===== src/rtl/wts_pkg.sv =====
package wts_pkg;

	localparam int CORDIC_STEPS = 16;
	localparam int MAX_STEPS = 24;
	localparam int VW = 36;
	localparam int ZW = 32;
	localparam int PW = VW + 14;
	localparam int RAD_W = 46;
	localparam int SQ_STEPS = 23;
	localparam int SQSUM_W = 27;
	localparam int QUEUE_DEPTH = 4;
	localparam int QPTR_W = $clog2(QUEUE_DEPTH);
	localparam int QCNT_W = $clog2(QUEUE_DEPTH + 1);

	localparam logic [29:0] INV_GAIN_Q30 = 30'd652032874;
	localparam int FULL_TURN = 3600;
	localparam int HALF_TURN = 1800;
	localparam int QUARTER_TURN = 900;
	localparam int SPEED_MAX = 16383;

	localparam int ST_MUL = CORDIC_STEPS + 1;
	localparam int ST_RAD = CORDIC_STEPS + 2;
	localparam int ST_VEC = CORDIC_STEPS + 3;
	localparam int ST_DIR = 2 * CORDIC_STEPS + 3;
	localparam int ST_SQ = 2 * CORDIC_STEPS + 4;
	localparam int ST_LAST = 2 * CORDIC_STEPS + 3 + SQ_STEPS;

	typedef struct packed {
		logic [11:0]            trk;
		logic [12:0]            gs;
		logic [SQSUM_W-1:0]     sqsum;
		logic signed [VW-1:0]   x0;
		logic signed [ZW-1:0]   z0;
	} wts_item_t;

	typedef struct packed {
		logic [11:0]            trk;
		logic [12:0]            gs;
		logic [SQSUM_W-1:0]     sqsum;
		logic signed [VW-1:0]   x;
		logic signed [VW-1:0]   y;
		logic signed [ZW-1:0]   z;
		logic signed [PW-1:0]   prod;
		logic                   zero;
		logic [RAD_W-1:0]       rad;
		logic [RAD_W-1:0]       res;
		logic [11:0]            dir;
	} wts_stage_t;

	function automatic logic signed [ZW-1:0] atan_val(input int i);
		logic signed [ZW-1:0] v;
		case (i)
			0: v = 32'sd29491200;
			1: v = 32'sd17409672;
			2: v = 32'sd9198793;
			3: v = 32'sd4669451;
			4: v = 32'sd2343786;
			5: v = 32'sd1173036;
			6: v = 32'sd586661;
			7: v = 32'sd293348;
			8: v = 32'sd146676;
			9: v = 32'sd73339;
			10: v = 32'sd36669;
			11: v = 32'sd18335;
			12: v = 32'sd9167;
			13: v = 32'sd4584;
			14: v = 32'sd2292;
			15: v = 32'sd1146;
			16: v = 32'sd573;
			17: v = 32'sd286;
			18: v = 32'sd143;
			19: v = 32'sd72;
			20: v = 32'sd36;
			21: v = 32'sd18;
			22: v = 32'sd9;
			23: v = 32'sd4;
			default: v = '0;
		endcase
		return v;
	endfunction

endpackage


===== src/rtl/wts_queue.sv =====
module wts_queue (
	input  logic                clk,
	input  logic                arst_n,
	input  logic                push,
	input  wts_pkg::wts_item_t  push_item,
	output logic                full,
	input  logic                pop,
	output logic                nempty,
	output wts_pkg::wts_item_t  head
);

	wts_pkg::wts_item_t               mem_q [wts_pkg::QUEUE_DEPTH];
	logic [wts_pkg::QPTR_W-1:0]       wr_q, rd_q;
	logic [wts_pkg::QCNT_W-1:0]       cnt_q;

	assign full = cnt_q == wts_pkg::QCNT_W'(wts_pkg::QUEUE_DEPTH);
	assign nempty = cnt_q != '0;
	assign head = mem_q[rd_q];

	always_ff @(posedge clk or negedge arst_n) begin
		if (!arst_n) begin
			wr_q <= '0;
			rd_q <= '0;
			cnt_q <= '0;
		end else begin
			if (push) begin
				wr_q <= wr_q + 1'b1;
			end
			if (pop) begin
				rd_q <= rd_q + 1'b1;
			end
			if (push && !pop) begin
				cnt_q <= cnt_q + 1'b1;
			end else if (pop && !push) begin
				cnt_q <= cnt_q - 1'b1;
			end
		end
	end

	always_ff @(posedge clk) begin
		if (push) begin
			mem_q[wr_q] <= push_item;
		end
	end

endmodule


===== config.mk =====
export PLATFORM = sky130hd
export DESIGN_NAME = wts_queue
export DESIGN_NICKNAME = d
export VERILOG_FILES = /design/src/rtl/wts_pkg.sv /design/src/rtl/wts_queue.sv
export SDC_FILE = /design/constraint.sdc
export NUM_CORES = 1
export LEC_CHECK = 0
export ABC_CLOCK_PERIOD_IN_PS = 5600
export BUFFER_PORTS_ARGS = -buffer_cell sky130_fd_sc_hd__buf_2
export CORE_UTILIZATION = 55
export CTS_BUF_LIST = sky130_fd_sc_hd__clkbuf_8
export DETAILED_ROUTE_END_ITERATION = 16
export GPL_TIMING_DRIVEN = 1
export PLACE_DENSITY = 0.79
export SYNTH_ARGS = -nofsm -noshare
export SYNTH_HDL_FRONTEND = slang
export SYNTH_SLANG_ARGS = --single-unit

===== constraint.sdc =====
create_clock -name clk -period 5.6 [get_ports clk]
set_clock_uncertainty 0.15 [all_clocks]
set_input_delay 0.56 -clock clk [delete_from_list [all_inputs] [get_ports clk]]
set_output_delay 0.56 -clock clk [all_outputs]
set_load 0.01 [all_outputs]

==> flow_summary_export.csv <==
group,metric,value,unit
floorplan,start_util,0.5607,
power,p_leak,7.477,nW
timing,final-hold-violation-count,0,
clock_tree,clk_pin_slew,0.06,ns
floorplan,die_area,33060,um2
global_routing,grt_pass1_wl,50710,um
clock_tree,post_cts_buffers,0,
clock_tree,cts_root_buf,"clkbuf_8",
layout,drive_gt1_frac,0.4335,
worst_setup_path,cp.depth,3,
clock_tree,clk_path_buf_depth,3,
global_routing,grtUsageTotal,0.2075,
synthesis,syn_inst,661,
drt,drtAntennaViolNets,0,
synthesis,ys_seq_elements,487,
worst_setup_path,critPathKind,"reg -> out",
clock_tree,cts_hold_buf,74,
synthesis,avgSynthCellArea,26.91,um2
synthesis,yosysSeqAreaShare,0.8203,
synthesis,ys_warn_count,0,
synthesis,syn-cell-area,17790,um2
worst_setup_path,cp_slowest_stage_delay,0.71,ns
drt,wl_per_cell,22.15,um
layout,syn_to_final_growth,21.07,%
timing,relSlewSlack,0.3692,
clock_tree,clkLatencyLatePin,0.62,ns
synthesis,synth_area_leaders,"edfxtp_1 81%, mux4_2 15%, dfrtp_1 0.98%, buf_12 0.90%, ha_1 0.35%",
worst_setup_path,cp_top_family,"buffers and inverters",
worst_setup_path,worstPathRequired,4.89,ns
worst_setup_path,path_max_fanout,31,
power,irDropWorstVdd,0.0003791,V
drt,drc,0,
global_routing,grt_max_degree,71,
clock_tree,post_cts_resized,0,
synthesis,synth.distinct_cells,22,
layout,fill_cells,1953,
worst_setup_path,cp_num_buf_inv,2,
worst_setup_path,worstPathArrival,2.69,ns
drt,wl,33190,um
floorplan,core,31720,um2
timing,setup_viol,0,
worst_setup_path,worstRegToRegCells,4,
placement,post-dp-hpwl,18590,um
timing,setup_tns,0,ns
layout,layoutNonFillerInstCount,1498,
drt,drt_pass1_iterations,5,
floorplan,die_h,181.8,um
clock_tree,cts_htree_levels,3,
floorplan,num_io_pins,246,
timing,fmax,294.1,MHz
floorplan,rows,65,
job,maxCapViolCount,0,
synthesis,yosys.area.top_type,"edfxtp_1",
placement,routabilityCongestion,0.7085,
worst_setup_path,crit_chain,"buf_4 > mux4_2 > buf_2",
power,power_density,501.9,nW/um2
global_routing,grt_pass1_vias,9002,
worst_setup_path,startpoint_type,"register",
drt,vias,8250,
status,status,"finished clean",
global_routing,antenna_found_initial,7,
min_path,worstHoldPathType,"in -> reg",
timing,maxSlewViolCount,0,
clock_tree,numCtsBuffers,75,
drt,vias_per_cell,5.507,
timing,timing_worst_slew_pin_value,0.9462,ns
worst_setup_path,reg2reg_slack,2.94,ns
timing,rsz0062_at_grt,"no",
clock_tree,clock_sinks,487,
placement,portBuffers,245,
layout,layout.nets,1168,
global_routing,grt_overflow_total,0,
floorplan,die_w,181.8,um
clock_tree,tritoncts,"built",
timing,fin_crit,3.400,ns
timing,finalCritPeriodShare,0.6071,
drt,drtIter0Drc,561,
synthesis,synth_nets,791,
placement,dp.cells,1289,
synthesis,synth_top_area_share,0.8104,
worst_setup_path,critical-path-slowest-cell,"dfrtp_4",
worst_setup_path,endpoint_kind,"output pin",
min_path,hold_depth,1,
## cells in the final DEF (no fill, tap or decap), types with 2 or more instances in the layout
master and instances:
dlygate4sd3_1 74, inv_12 2, buf_2 245, and2_4 4, xor2_1 4, clkinv_1 20, buf_12 5, nand2_1 2
inv_6 2, xnor2_1 2, clkinv_8 2, mux4_2 120, clkbuf_8 82, clkinv_2 3, ha_1 5, inv_1 21
dfrtp_4 2, buf_4 3, diode_2 5, dfrtp_1 5, edfxtp_1 480
## state kept, by name, summed over array words and instances, names as in the netlist
| name | flops |
|---|---|
| cnt_q | 3 |
| wr_q | 2 |
| rd_q | 2 |
| mem_q | 480 |
## layout make-up
type,instances,area [um2],area share
antenna,5,12.51,0.0005811
clock buffer,82,1129,0.05241
clock inverter,48,274.0,0.01273
inverter,4,15.01,0.0006973
multi-input combinational,143,2914,0.1353
sequential,487,14600,0.6779
tap,402,503.0,0.02336
timing repair buffer,327,2090,0.09704
## synth_stat cells
master    number
fa_1           1
nor3b_1        1
buf_2         10
nand2_1        2
edfxtp_1     480
clkbuf_1       1
o21ai_0        1
buf_8          1
xnor2_1        2
buf_6          1
xor2_1         4
inv_1          4
buf_1          2
or3_1          1
dfrtp_1        7
buf_4          4
buf_12         8
and2_1         4
mux4_2       120
ha_1           5
mux2_2         1
nor2_1         1
## path summary, 6_finish.rpt
| path | end | from |
|---|---|---|
| min in group asynchronous | cnt_q[2] | arst_n |
| worst max-delay path | head[71] | rd_q[0] |
| worst min-delay path | mem_q[1][92] | push_item[92] |
| worst max register to register | mem_q[0][24] | wr_q[0] |
| worst min register to register | cnt_q[2] | cnt_q[2] |
| max in group asynchronous | rd_q[1] | arst_n |
## where the power goes
group	switching, mW	internal, mW	leakage (nW)
Clock	1.34	1.41	0.775
Combinational	1.58	1.43	2.21
Sequential	0.277	4.77	4.49
## routing by layer
layer | wire length, um | vias to the layer above | part of all wire | track usage
met2 | 16870 | 308 | 0.51 | 0.3423
met5 | 23 | - | 0.00069 | 0
met4 | 886 | 4 | 0.027 | 0.08102
met3 | 2192 | 78 | 0.066 | 0.05375
met1 | 13220 | 4227 | 0.40 | 0.2669
li1 | - | 3633 | - | -
## through the flow
step	hold slack, ns	power (mW)	utilization	setup slack [ns]	instance area (um2)
after global routing	0.009900	11.32	0.6787	1.971	21530
after CTS	0.001964	10.95	0.6785	2.058	21520
after floorplan	0.1144	7.188	-	1.583	17790
after detailed placement	0.2566	8.157	0.6109	2.738	19380
after global placement	0.2502	8.085	0.6109	2.721	19380
final	0.04068	10.81	0.6789	2.200	21530
## cell families (layout without fill, tap and decap cells)
group / after synthesis / after routing / share of synthesized area
flip-flops: 487 / 487 / 0.8203
multiplexers: 121 / 121 / 0.1526
buffers and inverters: 31 / 461 / 0.01646
AND/OR/NAND/NOR: 9 / 9 / 0.002814
adder cells (fa/ha/maj): 6 / 6 / 0.004643
XOR/XNOR: 6 / 6 / 0.002955
AO/OA/AOI/OAI: 1 / 1 / 0.0002811
other: 0 / 5 / 0
(Power assumes the default switching activity.)
