===== src/rtl/wts_pkg.sv =====
package wts_pkg;

	localparam int CORDIC_STEPS = 16;
	localparam int MAX_STEPS = 24;
	localparam int VW = 36;
	localparam int ZW = 32;
	localparam int PW = VW + 14;
	localparam int RAD_W = 46;
	localparam int SQ_STEPS = 23;
	localparam int SQSUM_W = 27;
	localparam int QUEUE_DEPTH = 4;
	localparam int QPTR_W = $clog2(QUEUE_DEPTH);
	localparam int QCNT_W = $clog2(QUEUE_DEPTH + 1);

	localparam logic [29:0] INV_GAIN_Q30 = 30'd652032874;
	localparam int FULL_TURN = 3600;
	localparam int HALF_TURN = 1800;
	localparam int QUARTER_TURN = 900;
	localparam int SPEED_MAX = 16383;

	localparam int ST_MUL = CORDIC_STEPS + 1;
	localparam int ST_RAD = CORDIC_STEPS + 2;
	localparam int ST_VEC = CORDIC_STEPS + 3;
	localparam int ST_DIR = 2 * CORDIC_STEPS + 3;
	localparam int ST_SQ = 2 * CORDIC_STEPS + 4;
	localparam int ST_LAST = 2 * CORDIC_STEPS + 3 + SQ_STEPS;

	typedef struct packed {
		logic [11:0]            trk;
		logic [12:0]            gs;
		logic [SQSUM_W-1:0]     sqsum;
		logic signed [VW-1:0]   x0;
		logic signed [ZW-1:0]   z0;
	} wts_item_t;

	typedef struct packed {
		logic [11:0]            trk;
		logic [12:0]            gs;
		logic [SQSUM_W-1:0]     sqsum;
		logic signed [VW-1:0]   x;
		logic signed [VW-1:0]   y;
		logic signed [ZW-1:0]   z;
		logic signed [PW-1:0]   prod;
		logic                   zero;
		logic [RAD_W-1:0]       rad;
		logic [RAD_W-1:0]       res;
		logic [11:0]            dir;
	} wts_stage_t;

	function automatic logic signed [ZW-1:0] atan_val(input int i);
		logic signed [ZW-1:0] v;
		case (i)
			0: v = 32'sd29491200;
			1: v = 32'sd17409672;
			2: v = 32'sd9198793;
			3: v = 32'sd4669451;
			4: v = 32'sd2343786;
			5: v = 32'sd1173036;
			6: v = 32'sd586661;
			7: v = 32'sd293348;
			8: v = 32'sd146676;
			9: v = 32'sd73339;
			10: v = 32'sd36669;
			11: v = 32'sd18335;
			12: v = 32'sd9167;
			13: v = 32'sd4584;
			14: v = 32'sd2292;
			15: v = 32'sd1146;
			16: v = 32'sd573;
			17: v = 32'sd286;
			18: v = 32'sd143;
			19: v = 32'sd72;
			20: v = 32'sd36;
			21: v = 32'sd18;
			22: v = 32'sd9;
			23: v = 32'sd4;
			default: v = '0;
		endcase
		return v;
	endfunction

endpackage


===== src/rtl/wts_front.sv =====
module wts_front (
	input  logic                clk,
	input  logic                arst_n,
	input  logic                in_valid,
	output logic                in_ready,
	input  logic [11:0]         track_angle,
	input  logic [12:0]         ground_speed,
	input  logic [11:0]         heading_angle,
	input  logic [12:0]         air_speed,
	output logic                push,
	output wts_pkg::wts_item_t  push_item,
	input  logic                full
);

	logic               vld_s1, vld_s2, fe;
	logic [11:0]        trk_c, hdg_c;
	logic signed [12:0] wca_raw, wca_c;
	logic [11:0]        trk_s1;
	logic [12:0]        gs_s1, air_s1;
	logic signed [12:0] wca_s1;
	logic [25:0]        sqa_s1, sqg_s1;
	logic signed [12:0] zq;
	logic               neg;
	logic [42:0]        pa;
	logic [28:0]        xa;
	wts_pkg::wts_item_t item_s2;

	assign fe = !vld_s2 || !full;
	assign in_ready = fe;
	assign push = vld_s2 && !full;
	assign push_item = item_s2;

	always_comb begin
		trk_c = (track_angle >= 12'(wts_pkg::FULL_TURN)) ?
			track_angle - 12'(wts_pkg::FULL_TURN) : track_angle;
		hdg_c = (heading_angle >= 12'(wts_pkg::FULL_TURN)) ?
			heading_angle - 12'(wts_pkg::FULL_TURN) : heading_angle;
		wca_raw = $signed({1'b0, hdg_c}) - $signed({1'b0, trk_c});
		if (wca_raw > 13'sd1800) begin
			wca_c = wca_raw - 13'(wts_pkg::FULL_TURN);
		end else if (wca_raw <= -13'sd1800) begin
			wca_c = wca_raw + 13'(wts_pkg::FULL_TURN);
		end else begin
			wca_c = wca_raw;
		end
	end

	// fold the angle into +-90 degrees and flip the start vector instead
	always_comb begin
		neg = 1'b0;
		zq = wca_s1;
		if (wca_s1 > 13'(wts_pkg::QUARTER_TURN)) begin
			neg = 1'b1;
			zq = wca_s1 - 13'(wts_pkg::HALF_TURN);
		end else if (wca_s1 < -13'(wts_pkg::QUARTER_TURN)) begin
			neg = 1'b1;
			zq = wca_s1 + 13'(wts_pkg::HALF_TURN);
		end
		pa = 43'(air_s1) * 43'(wts_pkg::INV_GAIN_Q30);
		xa = pa[42:14];
	end

	always_ff @(posedge clk or negedge arst_n) begin
		if (!arst_n) begin
			vld_s1 <= 1'b0;
			vld_s2 <= 1'b0;
		end else if (fe) begin
			vld_s1 <= in_valid;
			vld_s2 <= vld_s1;
		end
	end

	always_ff @(posedge clk) begin
		if (fe) begin
			trk_s1 <= trk_c;
			gs_s1 <= ground_speed;
			air_s1 <= air_speed;
			wca_s1 <= wca_c;
			sqa_s1 <= 26'(air_speed) * 26'(air_speed);
			sqg_s1 <= 26'(ground_speed) * 26'(ground_speed);
			item_s2.trk <= trk_s1;
			item_s2.gs <= gs_s1;
			item_s2.sqsum <= wts_pkg::SQSUM_W'(sqa_s1) + wts_pkg::SQSUM_W'(sqg_s1);
			item_s2.x0 <= neg ? -wts_pkg::VW'(xa) : wts_pkg::VW'(xa);
			item_s2.z0 <= wts_pkg::ZW'($signed({zq, 16'b0}));
		end
	end

endmodule


===== config.mk =====
export PLATFORM = sky130hd
export DESIGN_NAME = wts_front
export DESIGN_NICKNAME = d
export VERILOG_FILES = /design/src/rtl/wts_pkg.sv /design/src/rtl/wts_front.sv
export SDC_FILE = /design/constraint.sdc
export NUM_CORES = 1
export LEC_CHECK = 0
export ABC_AREA = 1
export BUFFER_PORTS_ARGS = -buffer_cell sky130_fd_sc_hd__clkbuf_2
export CAP_MARGIN = 40
export CORE_ASPECT_RATIO = 0.9
export CORE_UTILIZATION = 40
export DETAILED_ROUTE_END_ITERATION = 8
export PLACE_DENSITY = 0.63
export SYNTH_ARGS = -nofsm -noshare
export SYNTH_HDL_FRONTEND = slang
export SYNTH_SLANG_ARGS = --single-unit

===== constraint.sdc =====
create_clock -name clk -period 17.4 [get_ports clk]
set_clock_uncertainty 0.2 [all_clocks]
set_input_delay 1.74 -clock clk [delete_from_list [all_inputs] [get_ports clk]]
set_output_delay 1.74 -clock clk [all_outputs]
set_load 0.01 [all_outputs]

==> flow_metrics.tcl <==
set metrics [dict create \
    max_stage_delay_ns 0.56 \
    crit_path_end_kind "register" \
    ys_types 59 \
    fin_setup_tns_ns 0 \
    multi_input_area_um2 17400 \
    cts_tree "done" \
    drive_gt1_share_pct 9.26 \
    core_area_um2 65800 \
    tightest_slew_ns 0.705 \
    diodes 0 \
    postSynthCellCount 3081 \
    rr_endpoint "push_item[59]$_DFFE_PP_" \
    first_pass_iters 9 \
    critical-path-top-delay-family "adder cells" \
    crit_fanout 14 \
    num_rows 89 \
    drc 15 \
    ant_nets 0 \
    grt_usage_pct 18.6 \
    rrSetupSlack_ns 10.75 \
    hold_viol 0 \
    clk_latency_ns 0.56 \
    rsz0062_at_grt "false" \
    ctsResizeCount 0 \
    root_buffer "clkbuf_16" \
    wl_per_cell_um 15.0 \
    drv_slew 0 \
    dp_hpwl_um 51800 \
    die_w_um 274 \
    worstReg2RegStart "air_s1[4]$_DFFE_PP_" \
    syn-cell-area_um2 26700 \
    fin_crit_sh_pct 38.8 \
    nNetsFinal 3908 \
    hold_class "reg2reg" \
    cp-endpoint "sqa_s1[23]$_DFFE_PP_" \
    htreeDepth 1 \
    critical_path.most_common_cell "inv_1" \
    relSlewSlack_pct 52.9 \
    wirelength_um 61500 \
    post_cts_buffers 0 \
    synth_top_cell_by_area "fa_1" \
    antenna_found_initial 0 \
    required_ns 17.50 \
    r2r_cells 28 \
    postCtsHoldBufs 0 \
    register_area_um2 6060 \
    port_buffers 159 \
    ys_ff_latch 202 \
    fill_cells 6529 \
    gp_congestion 0.947 \
    critical-path-slowest-cell "fa_1" \
    clk_pin_slew_ns 0.06 \
    synthArstFlopShare_pct 0.990 \
    fin_crit_ns 6.76 \
    arrival_ns 6.86 \
    synthFlopType "edfxtp_1" \
    dr_total_vias 19400 \
    crit_path_start "air_speed[12]" \
    grt_start_max_net_pins 119 \
    start_util_pct 40.6 \
    dieArea_um2 67800 \
    synth_top_area_share_pct 24.7 \
    die_y_um 247 \
    critPathKind "in2reg" \
    synth_seq_area_share_pct 22.7 \
    grt_pass1_vias 19600 \
    grt_pass1_wl_um 99900 \
    grt.overflow.total 0 \
    syn_to_final_growth_pct 9.62 \
    path_cells "clkbuf_2, nand2_1, inv_1, fa_1, inv_1, fa_1, inv_1, fa_1, inv_1, fa_1, inv_1, fa_1, ha_1, a21oi_1, o21a_1, nand3_1, a21oi_1, inv_1, a21oi_1, o21ai_0, nand3_1, nand2_1, xor2_1" \
    ios 176 \
    path_buf_inv 7 \
    status "finished, violations left" \
    setup_viol_count_final 0 \
    failed_checks "DRC" \
    synth.area.top_cells "fa_1 25%, edfxtp_1 22%, ha_1 14%, inv_1 11%, nand2_1 9.1%" \
    synth.avg_cell_area_um2 8.67 \
    synth_edf_count 200 \
    numCtsBuffers 25 \
    max_freq_mhz 148 \
    start_kind "input pin" \
    drv_cap 0 \
    drt_iter0_drc 1171 \
    synth_warnings 0 \
    clockBufferDepth 3 \
    via_per_inst 4.72 \
    cts_sinks 202 \
    cp.depth 23 \
]
[state kept, by name, summed over array words and instances, names as in the netlist]
signal and cells:
wca_s1 13, sqa_s1 24, trk_s1 12, sqg_s1 24
gs_s1 13, push_item 101, vld_s1 1, vld_s2 1
air_s1 13
[worst min path at each step]
stage,startpoint,end,slack [ns],cells past startpoint
floorplan,gs_s1[5]$_DFFE_PP_,push_item[100]$_DFFE_PP_,0.20,0
global placement,trk_s1[7]$_DFFE_PP_,push_item[115]$_DFFE_PP_,0.20,0
detailed placement,trk_s1[7]$_DFFE_PP_,push_item[115]$_DFFE_PP_,0.20,0
CTS,trk_s1[7]$_DFFE_PP_,push_item[115]$_DFFE_PP_,0.22,0
global route,gs_s1[9]$_DFFE_PP_,push_item[104]$_DFFE_PP_,0.23,0
finish,trk_s1[5]$_DFFE_PP_,push_item[113]$_DFFE_PP_,0.22,0
[through the flow]
step	utilization (%)	area, um^2	cells	worst slack (ns)	hold WS [ns]
final	44.5	29300	4113	10.64	0.219
after detailed placement	43.2	28400	4068	10.09	0.205
after floorplan	-	26800	3096	9.41	0.200
after CTS	44.5	29300	4113	10.67	0.220
after global routing	44.5	29300	4113	10.28	0.229
after global placement	43.1	28400	4067	10.18	0.201
[per-layer routing]
metal | track usage [%] | routed length [um]
met1 | 24.9 | 28100
met2 | 31.5 | 29100
met3 | 2.81 | 2840
met4 | 4.51 | 1530
met5 | 0 | 0
[layout make-up]
cell class / instances / area share [%]
clock buffer: 26 / 2.15
multi-input combinational: 2022 / 59.3
sequential: 202 / 20.7
timing repair buffer: 162 / 2.84
inverter: 818 / 10.5
clock inverter: 19 / 0.833
tap: 864 / 3.69
[worst register-to-register path, delay by kind of cell (launching register included)]
family / cells / cell delay (ns)
AOI/OAI and AO/OA: 1 / 0.26
adders and majority gates: 6 / 3.30
buffers and inverters: 6 / 0.47
DFF: 1 / 0.68
and+or+nand+nor: 15 / 1.46
[cell usage after synthesis (4+ instances only)]
master    number
clkbuf_1      31
nor2_2        14
nor2_1       125
nand2_1      648
o21bai_1      16
edfxtp_1     200
nor3_1        21
buf_4         19
nand3_2        7
o211ai_1      10
nor4_1         6
nand3b_1       9
nand2_2       21
o31ai_1        5
nand2_4        8
nor2_4         5
xor2_1        96
nand3_1      101
a31oi_1        6
xnor2_1       31
a21oi_1      111
inv_1        804
fa_1         330
ha_1         293
o21a_1         7
buf_2          4
o21ai_1        4
nand4_1       29
inv_2         12
o21ai_0       57
or2_2          4
[cells in the final DEF, fill, tap and decap left out, drive strengths merged, types with 2 or more instances in the layout]
master	Yosys	layout
clkinv	1	8
nor2	144	144
clkbuf	31	185
conb	1	16
nand3	109	109
bufinv	0	4
a21oi	113	113
o21bai	18	18
o22ai	2	2
a211oi	2	2
o21a	7	7
ha	293	293
clkinvlp	0	5
buf	23	3
mux2	2	2
xor2	102	102
xnor2	32	32
a21boi	4	4
edfxtp	200	200
a31oi	6	6
a21o	3	3
dfrtp	2	2
nand3b	9	9
nor3	24	24
or2	6	6
o221ai	2	2
nand4	29	29
fa	330	330
inv	817	820
o211ai	10	10
nand2	677	677
o31ai	5	5
o21ai	65	65
nor4	6	6
and2	3	3
[logic make-up (layout without fill, tap and decap cells)]
logic type | count (synthesis) | in the layout | synth area share, %
flip-flops | 202 | 202 | 22.7
XOR/XNOR | 134 | 134 | 4.72
multiplexers | 2 | 2 | 0.0843
AO/OA/AOI/OAI | 239 | 239 | 5.21
AND/OR/NAND/NOR | 1008 | 1008 | 16.3
adder cells (fa/ha/maj) | 623 | 623 | 38.5
other | 1 | 16 | 0.0140
buffers and inverters | 872 | 1025 | 12.6
Power is not shown: default switching activity piles up to over one toggle a cycle in this logic, so the estimate is an artifact.
